--- src/rtl/ctt_pkg.sv ---
package ctt_pkg;

    typedef enum logic [1:0] {
        MODE_SEEK    = 2'd0,
        MODE_COMMENT = 2'd1,
        MODE_QUOTED  = 2'd2,
        MODE_WORD    = 2'd3
    } mode_t;

    typedef enum logic [1:0] {
        KIND_BYTE = 2'd0,
        KIND_END  = 2'd1,
        KIND_NONE = 2'd2
    } kind_t;

    localparam logic [7:0] CHAR_NUL   = 8'h00;
    localparam logic [7:0] CHAR_HASH  = 8'h23;
    localparam logic [7:0] CHAR_QUOTE = 8'h22;
    localparam logic [7:0] CHAR_TAB   = 8'h09;
    localparam logic [7:0] CHAR_CR    = 8'h0D;
    localparam logic [7:0] CHAR_LF    = 8'h0A;
    localparam logic [7:0] CHAR_SPACE = 8'h20;

    localparam logic [7:0] SEPARATOR_RESET = 8'd58;

    typedef struct packed {
        logic       emit;
        kind_t      kind;
        logic [7:0] token_char;
        mode_t      mode;
    } scan_result_t;

endpackage

--- src/rtl/ctt_channels.sv ---
interface ctt_text_if;
    logic       valid;
    logic       ready;
    logic [7:0] text_byte;

    modport source (output valid, output text_byte, input ready);
    modport sink (input valid, input text_byte, output ready);
endinterface

interface ctt_token_if;
    logic       valid;
    logic       ready;
    logic [1:0] item_kind;
    logic [7:0] token_char;

    modport source (output valid, output item_kind, output token_char, input ready);
    modport sink (input valid, input item_kind, input token_char, output ready);
endinterface

--- src/rtl/ctt_scan.sv ---
module ctt_scan (
    input  logic                clk,
    input  logic                rst_n,
    input  logic                step,
    input  logic [7:0]          text_byte,
    input  logic [7:0]          separator_char,
    output ctt_pkg::scan_result_t result
);

    ctt_pkg::mode_t mode_reg;
    ctt_pkg::mode_t mode_next;
    logic           is_delim;

    assign is_delim = (text_byte == separator_char) || (text_byte == ctt_pkg::CHAR_SPACE) ||
                      (text_byte == ctt_pkg::CHAR_TAB) || (text_byte == ctt_pkg::CHAR_CR) ||
                      (text_byte == ctt_pkg::CHAR_LF);

    // next mode
    always_comb
    begin
        mode_next = mode_reg;
        if (text_byte == ctt_pkg::CHAR_NUL)
        begin
            mode_next = ctt_pkg::MODE_SEEK;
        end
        else
        begin
            case (mode_reg)
                ctt_pkg::MODE_SEEK:
                begin
                    if (is_delim)
                        mode_next = ctt_pkg::MODE_SEEK;
                    else if (text_byte == ctt_pkg::CHAR_HASH)
                        mode_next = ctt_pkg::MODE_COMMENT;
                    else if (text_byte == ctt_pkg::CHAR_QUOTE)
                        mode_next = ctt_pkg::MODE_QUOTED;
                    else
                        mode_next = ctt_pkg::MODE_WORD;
                end
                ctt_pkg::MODE_COMMENT:
                begin
                    if (text_byte == ctt_pkg::CHAR_LF)
                        mode_next = ctt_pkg::MODE_SEEK;
                end
                ctt_pkg::MODE_QUOTED:
                begin
                    if (text_byte == ctt_pkg::CHAR_QUOTE)
                        mode_next = ctt_pkg::MODE_SEEK;
                end
                ctt_pkg::MODE_WORD:
                begin
                    if (is_delim)
                        mode_next = ctt_pkg::MODE_SEEK;
                end
                default:
                begin
                    mode_next = ctt_pkg::MODE_SEEK;
                end
            endcase
        end
    end

    // result for the byte in the input register
    always_comb
    begin
        result.emit       = 1'b0;
        result.kind       = ctt_pkg::KIND_BYTE;
        result.token_char = '0;
        result.mode       = mode_reg;
        if (text_byte == ctt_pkg::CHAR_NUL)
        begin
            result.emit = 1'b1;
            if (mode_reg == ctt_pkg::MODE_WORD || mode_reg == ctt_pkg::MODE_QUOTED)
                result.kind = ctt_pkg::KIND_END;
            else
                result.kind = ctt_pkg::KIND_NONE;
        end
        else
        begin
            case (mode_reg)
                ctt_pkg::MODE_SEEK:
                begin
                    if (!is_delim && text_byte != ctt_pkg::CHAR_HASH &&
                        text_byte != ctt_pkg::CHAR_QUOTE)
                    begin
                        result.emit       = 1'b1;
                        result.token_char = text_byte;
                    end
                end
                ctt_pkg::MODE_COMMENT:
                begin
                    result.emit = 1'b0;
                end
                ctt_pkg::MODE_QUOTED:
                begin
                    result.emit = 1'b1;
                    if (text_byte == ctt_pkg::CHAR_QUOTE)
                        result.kind = ctt_pkg::KIND_END;
                    else
                        result.token_char = text_byte;
                end
                ctt_pkg::MODE_WORD:
                begin
                    result.emit = 1'b1;
                    if (is_delim)
                        result.kind = ctt_pkg::KIND_END;
                    else
                        result.token_char = text_byte;
                end
                default:
                begin
                    result.emit = 1'b0;
                end
            endcase
        end
    end

    always_ff @(posedge clk or negedge rst_n)
    begin
        if (!rst_n)
            mode_reg <= ctt_pkg::MODE_SEEK;
        else if (step)
            mode_reg <= mode_next;
    end

endmodule

--- src/rtl/config_text_tokenizer_unit.sv ---
// A word's result passes from the input register to the output register as it advances;
// one word per cycle when not stalled; mode update is a single compare-and-select level.
// A word that gives no result (delimiter, comment byte, opening quote) does not wait.
// Reset: scan mode returns to seeking, separator reads 58, input and output stages empty.
module config_text_tokenizer_unit (
    input  logic        clk,
    input  logic        rst_n,
    ctt_text_if.sink    text,
    ctt_token_if.source tokens,
    input  logic        cfg_we,
    input  logic [7:0]  cfg_wdata
);

    logic       cfg_write;
    logic [7:0] separator_reg;
    logic       in_valid_reg;
    logic [7:0] in_byte_reg;
    logic       out_valid_reg;
    logic [1:0] out_kind_reg;
    logic [7:0] out_char_reg;
    logic       advance;

    ctt_pkg::scan_result_t scan;

    assign cfg_write = cfg_we;

    ctt_scan u_scan (
        .clk            (clk),
        .rst_n          (rst_n),
        .step           (advance),
        .text_byte      (in_byte_reg),
        .separator_char (separator_reg),
        .result         (scan)
    );

    // a word with no result never waits on the output side
    assign advance    = in_valid_reg && (!scan.emit || !out_valid_reg || tokens.ready);
    assign text.ready = !in_valid_reg || advance;

    assign tokens.valid      = out_valid_reg;
    assign tokens.item_kind  = out_kind_reg;
    assign tokens.token_char = out_char_reg;

    always_ff @(posedge clk or negedge rst_n)
    begin
        if (!rst_n)
            separator_reg <= ctt_pkg::SEPARATOR_RESET;
        else if (cfg_write)
            separator_reg <= cfg_wdata;
    end

    always_ff @(posedge clk or negedge rst_n)
    begin
        if (!rst_n)
            in_valid_reg <= 1'b0;
        else if (text.ready)
            in_valid_reg <= text.valid;
    end

    always_ff @(posedge clk)
    begin
        if (text.valid && text.ready)
            in_byte_reg <= text.text_byte;
    end

    always_ff @(posedge clk or negedge rst_n)
    begin
        if (!rst_n)
            out_valid_reg <= 1'b0;
        else if (advance && scan.emit)
            out_valid_reg <= 1'b1;
        else if (tokens.ready)
            out_valid_reg <= 1'b0;
    end

    always_ff @(posedge clk)
    begin
        if (advance && scan.emit)
        begin
            out_kind_reg <= scan.kind;
            out_char_reg <= scan.token_char;
        end
    end

`ifndef SYNTH
    a_no_overwrite: assert property (@(posedge clk) disable iff (!rst_n)
        (out_valid_reg && !tokens.ready && in_valid_reg && scan.emit) |-> !advance)
        else $error("result register overwritten while stalled");

    a_accept_full: assert property (@(posedge clk) disable iff (!rst_n)
        (text.valid && text.ready && in_valid_reg) |-> advance)
        else $error("input register overwritten before its word was processed");

    a_marker_char: assert property (@(posedge clk) disable iff (!rst_n)
        (tokens.valid && tokens.item_kind != ctt_pkg::KIND_BYTE) |-> tokens.token_char == '0)
        else $error("marker result carries a nonzero byte");

    a_nul_seek: assert property (@(posedge clk) disable iff (!rst_n)
        (advance && in_byte_reg == ctt_pkg::CHAR_NUL) |=> scan.mode == ctt_pkg::MODE_SEEK)
        else $error("end of text did not return to seeking");
`endif

endmodule

--- src/flat_wrapper.sv ---
// flat-port wrapper written by rule: the top's interface ports become plain ports
module config_text_tokenizer_unit_flat 
  (clk, rst_n, cfg_we, cfg_wdata, text_valid, text_text_byte, text_ready, tokens_valid, tokens_item_kind, tokens_token_char, tokens_ready);
  ctt_text_if text_i ();
  ctt_token_if tokens_i ();
  input  logic clk;
  input  logic rst_n;
  input  logic cfg_we;
  input  logic [7:0] cfg_wdata;
  input wire logic [$bits(text_i.valid)-1:0] text_valid;
  input wire logic [$bits(text_i.text_byte)-1:0] text_text_byte;
  output wire logic [$bits(text_i.ready)-1:0] text_ready;
  output wire logic [$bits(tokens_i.valid)-1:0] tokens_valid;
  output wire logic [$bits(tokens_i.item_kind)-1:0] tokens_item_kind;
  output wire logic [$bits(tokens_i.token_char)-1:0] tokens_token_char;
  input wire logic [$bits(tokens_i.ready)-1:0] tokens_ready;
  assign text_i.valid = text_valid;
  assign text_i.text_byte = text_text_byte;
  assign text_ready = text_i.ready;
  assign tokens_valid = tokens_i.valid;
  assign tokens_item_kind = tokens_i.item_kind;
  assign tokens_token_char = tokens_i.token_char;
  assign tokens_i.ready = tokens_ready;
  config_text_tokenizer_unit u_core (.clk(clk), .rst_n(rst_n), .text(text_i), .tokens(tokens_i), .cfg_we(cfg_we), .cfg_wdata(cfg_wdata));
endmodule
--- config.mk ---
export PLATFORM = sky130hd
export DESIGN_NAME = config_text_tokenizer_unit_flat
export DESIGN_NICKNAME = d
export VERILOG_FILES = /design/src/rtl/ctt_pkg.sv /design/src/rtl/ctt_channels.sv /design/src/rtl/ctt_scan.sv /design/src/rtl/config_text_tokenizer_unit.sv /design/src/flat_wrapper.sv
export SDC_FILE = /design/constraint.sdc
export NUM_CORES = 1
export LEC_CHECK = 0
export CORE_MARGIN = 2
export CORE_UTILIZATION = 55
export CTS_CLUSTER_DIAMETER = 100
export CTS_CLUSTER_SIZE = 14
export DETAILED_ROUTE_END_ITERATION = 8
export DONT_BUFFER_PORTS = 1
export PLACE_DENSITY = 0.73
export SETUP_SLACK_MARGIN = 0.05
export SKIP_CTS_REPAIR_TIMING = 1
export SLEW_MARGIN = 20
export SYNTH_ARGS = -nofsm -noshare
export SYNTH_HDL_FRONTEND = slang
export SYNTH_HIERARCHICAL = 1
export SYNTH_SLANG_ARGS = --single-unit
--- constraint.sdc ---
create_clock -name clk -period 2.3 [get_ports clk]
set_input_delay 0.46 -clock clk [delete_from_list [all_inputs] [get_ports clk]]
set_output_delay 0.46 -clock clk [all_outputs]
set_load 0.05 [all_outputs]
==> flow_summary.toml <==
[finish]
final_cell_mix = "19 x buf_4, 18 x edfxtp_1, 11 x nand2_1, 8 x mux2_4, 8 x dfrtp_1"
n_antenna_cell = 0
syn2layout_area_growth_pct = 27.2
nNetsFinal = 164
fin_cells = 174
stdcell_area_um2 = 1860
layout_commonest_cell = "buf_4"
final_util_pct = 74.5
nFillCells = 145
drive_gt1_share_pct = 43.1

[min_path]
hold_class = "input pin to register"

[die]
io_pins = 33
die_w_um = 55.6
dieHeight_um = 55.6
core_region_area_um2 = 2500
initial_core_util_pct = 58.6
die_area_um2 = 3090
num_rows = 18

[detailed_routing]
drt_iter0_drc = 23
dr.pass1.iters = 4
vias = 1013
wire_per_inst_um = 17.0
ant_nets = 0
wl_um = 2970
drc = 0
post_drt_via_cell_ratio = 5.82

[placed_design]
hpwlAfterDp_um = 1890
numPortBuffers = 0
postPlaceCellArea_um2 = 1590
dp.cells = 154
place.gp.congestion = 0.829

[timing]
slew_headroom_pct = 53.6
finalSetupViolCount = 3
min_period_ns = 2.58
max_freq_mhz = 387
tightest_slew_ns = 0.695
worst_slack_ns = -0.282
maxSlewViolCount = 0
layout_worst_path_cycle_share_pct = 112
skew_ns = 0.00605
rsz0062_at_grt = "yes"
finalHoldViolCount = 0

[synthesis]
netlist_area_um2 = 1470
ys_seq_elements = 30
synth_seq_area_share_pct = 57.7
synth-edff-count = 18
synth_flop_cell = "edfxtp_1"
synthDistinctLibCells = 33
synthCells = 115
synth-async-reset-ratio_pct = 40.0
yosysWarnings = 6
avgSynthCellArea_um2 = 12.7
syn_nets = 136

[critical_path]
crit_end = "text_ready"
timing.rr.start = "u_core/in_byte_reg[2]$_DFFE_PP_"
startpoint = "u_core/in_byte_reg[2]$_DFFE_PP_"
reg2reg_depth = 11
r2r_slack_ns = -0.12
cp.arrival_ns = 2.12
cp.required_ns = 1.84
crit_path_end_kind = "primary output"
critPathKind = "register to primary output"
r2r_end = "u_core/u_scan/mode_reg[0]$_DFFE_PN0P_"
path_max_fanout = 3
critPathLaunchType = "register"

[clock_network]
htree_levels = 2
cts_buffers = 5
cts_tree = "built"
clk_latency_ns = 0.33
cts.sinks = 30
clockRootBuffer = "clkbuf_4"
clk_path_buf_depth = 2
clkTransAtPathRegs_ns = 0.09

[global_route]
antenna_found_initial = 0
grt_max_degree = 14
grt-ovfl-total = 0
grt_pass1_wl_um = 4350
grt_pass1_vias = 952
track_usage_pct = 18.5

[run_status]
failed_checks = "setup timing"
status = "complete, but fails checks"

[pwr]
power_switching_w = 0.000491
power_leakage_nw = 0.750
vdd_drop_max_uv = 541
swShare_pct = 34.0
seqPwrFrac_pct = 57.2
clkPwrFrac_pct = 22.1
powerDensity_nw_per_um2 = 775
p_int_w = 0.000953
combPwrFrac_pct = 20.7

[job]
max-cap-violations = 0
## cell usage after synthesis, drive strengths merged, types with 2 or more instances
cell    count  area (µm²)
buf         4        28.8
a21oi       6        30.0
nor3        3        15.0
nor4        6        67.6
dfstp       4         105
xor2        8        70.1
nor2        3        11.3
dfrtp       8         200
edfxtp     18         541
nand2b      3        18.8
nand2      12        45.0
inv         6        22.5
o21ai       4        20.0
a21boi      2        15.0
mux2        8         120
nor2b       7        43.8
## final cells by class
| type | count | area [µm²] | share of cell area [%] |
|---|---|---|---|
| clock buffer | 7 | 55.1 | 2.95 |
| timing repair buffer | 24 | 206 | 11.1 |
| tap | 30 | 37.5 | 2.01 |
| sequential | 30 | 846 | 45.4 |
| inverter | 6 | 22.5 | 1.21 |
| clock inverter | 1 | 5.00 | 0.269 |
| multi-input combinational | 76 | 691 | 37.1 |
## power by group through the flow
stage / sequential (W) / clock [W] / combinational, W
floorplan: 0.000809 / 0 / 0.000174
global placement: 0.000829 / 0 / 0.000203
detailed placement: 0.000832 / 0 / 0.000210
CTS: 0.000821 / 0.000328 / 0.000211
global route: 0.000834 / 0.000356 / 0.000320
finish: 0.000825 / 0.000319 / 0.000299
## per-layer routing
metal	routed length, µm	vias up	share of wire (%)	track usage (%)
met3	166	6	5.6	7.44
li1	-	472	-	-
met4	41	0	1.4	9.76
met1	1280	489	43	23.2
met2	1480	46	50	27.6
met5	0	-	0	0
## through the flow
stage	TNS, ns	hold WS [ns]	power, W	setup slack, ns
floorplan	-2.73	0.164	0.000982	-0.326
global placement	-0.0170	0.165	0.00103	-0.0170
detailed placement	-0.443	0.165	0.00104	-0.218
CTS	-0.828	-0.194	0.00136	-0.413
global route	-1.37	0.203	0.00151	-0.431
finish	-0.499	0.221	0.00144	-0.282
## logic make-up after synthesis
| family | share of synthesized area, % |
|---|---|
| and+or+nand+nor | 16.5 |
| DFF | 57.7 |
| AOI/OAI and AO/OA | 8.63 |
| buffers and inverters | 3.50 |
| muxes | 8.88 |
| xor gates and xnor gates | 4.78 |
## worst max-delay path: stages, from the launching register on
cell and delay, ns:
edfxtp_1 0.40, or4_4 0.59, buf_6 0.14, nor4_4 0.19, o31ai_4 0.11, nand4b_1 0.19
buf_12 0.17
## how the worst min path moves through the flow
stage / cells after the start / from / slack, ns / end
final: 0 / text_text_byte[3] / 0.22 / u_core/in_byte_reg[3]$_DFFE_PP_
after global routing: 0 / text_text_byte[4] / 0.20 / u_core/in_byte_reg[4]$_DFFE_PP_
after CTS: 0 / rst_n / -0.19 / u_core/separator_reg[2]$_DFFE_PN0P_
after detailed placement: 0 / rst_n / 0.16 / u_core/separator_reg[0]$_DFFE_PN0P_
after global placement: 0 / rst_n / 0.16 / u_core/separator_reg[0]$_DFFE_PN0P_
after floorplan: 0 / rst_n / 0.16 / u_core/in_valid_reg$_DFFE_PN0P_
Note: power is estimated with default switching activity, not from simulation.
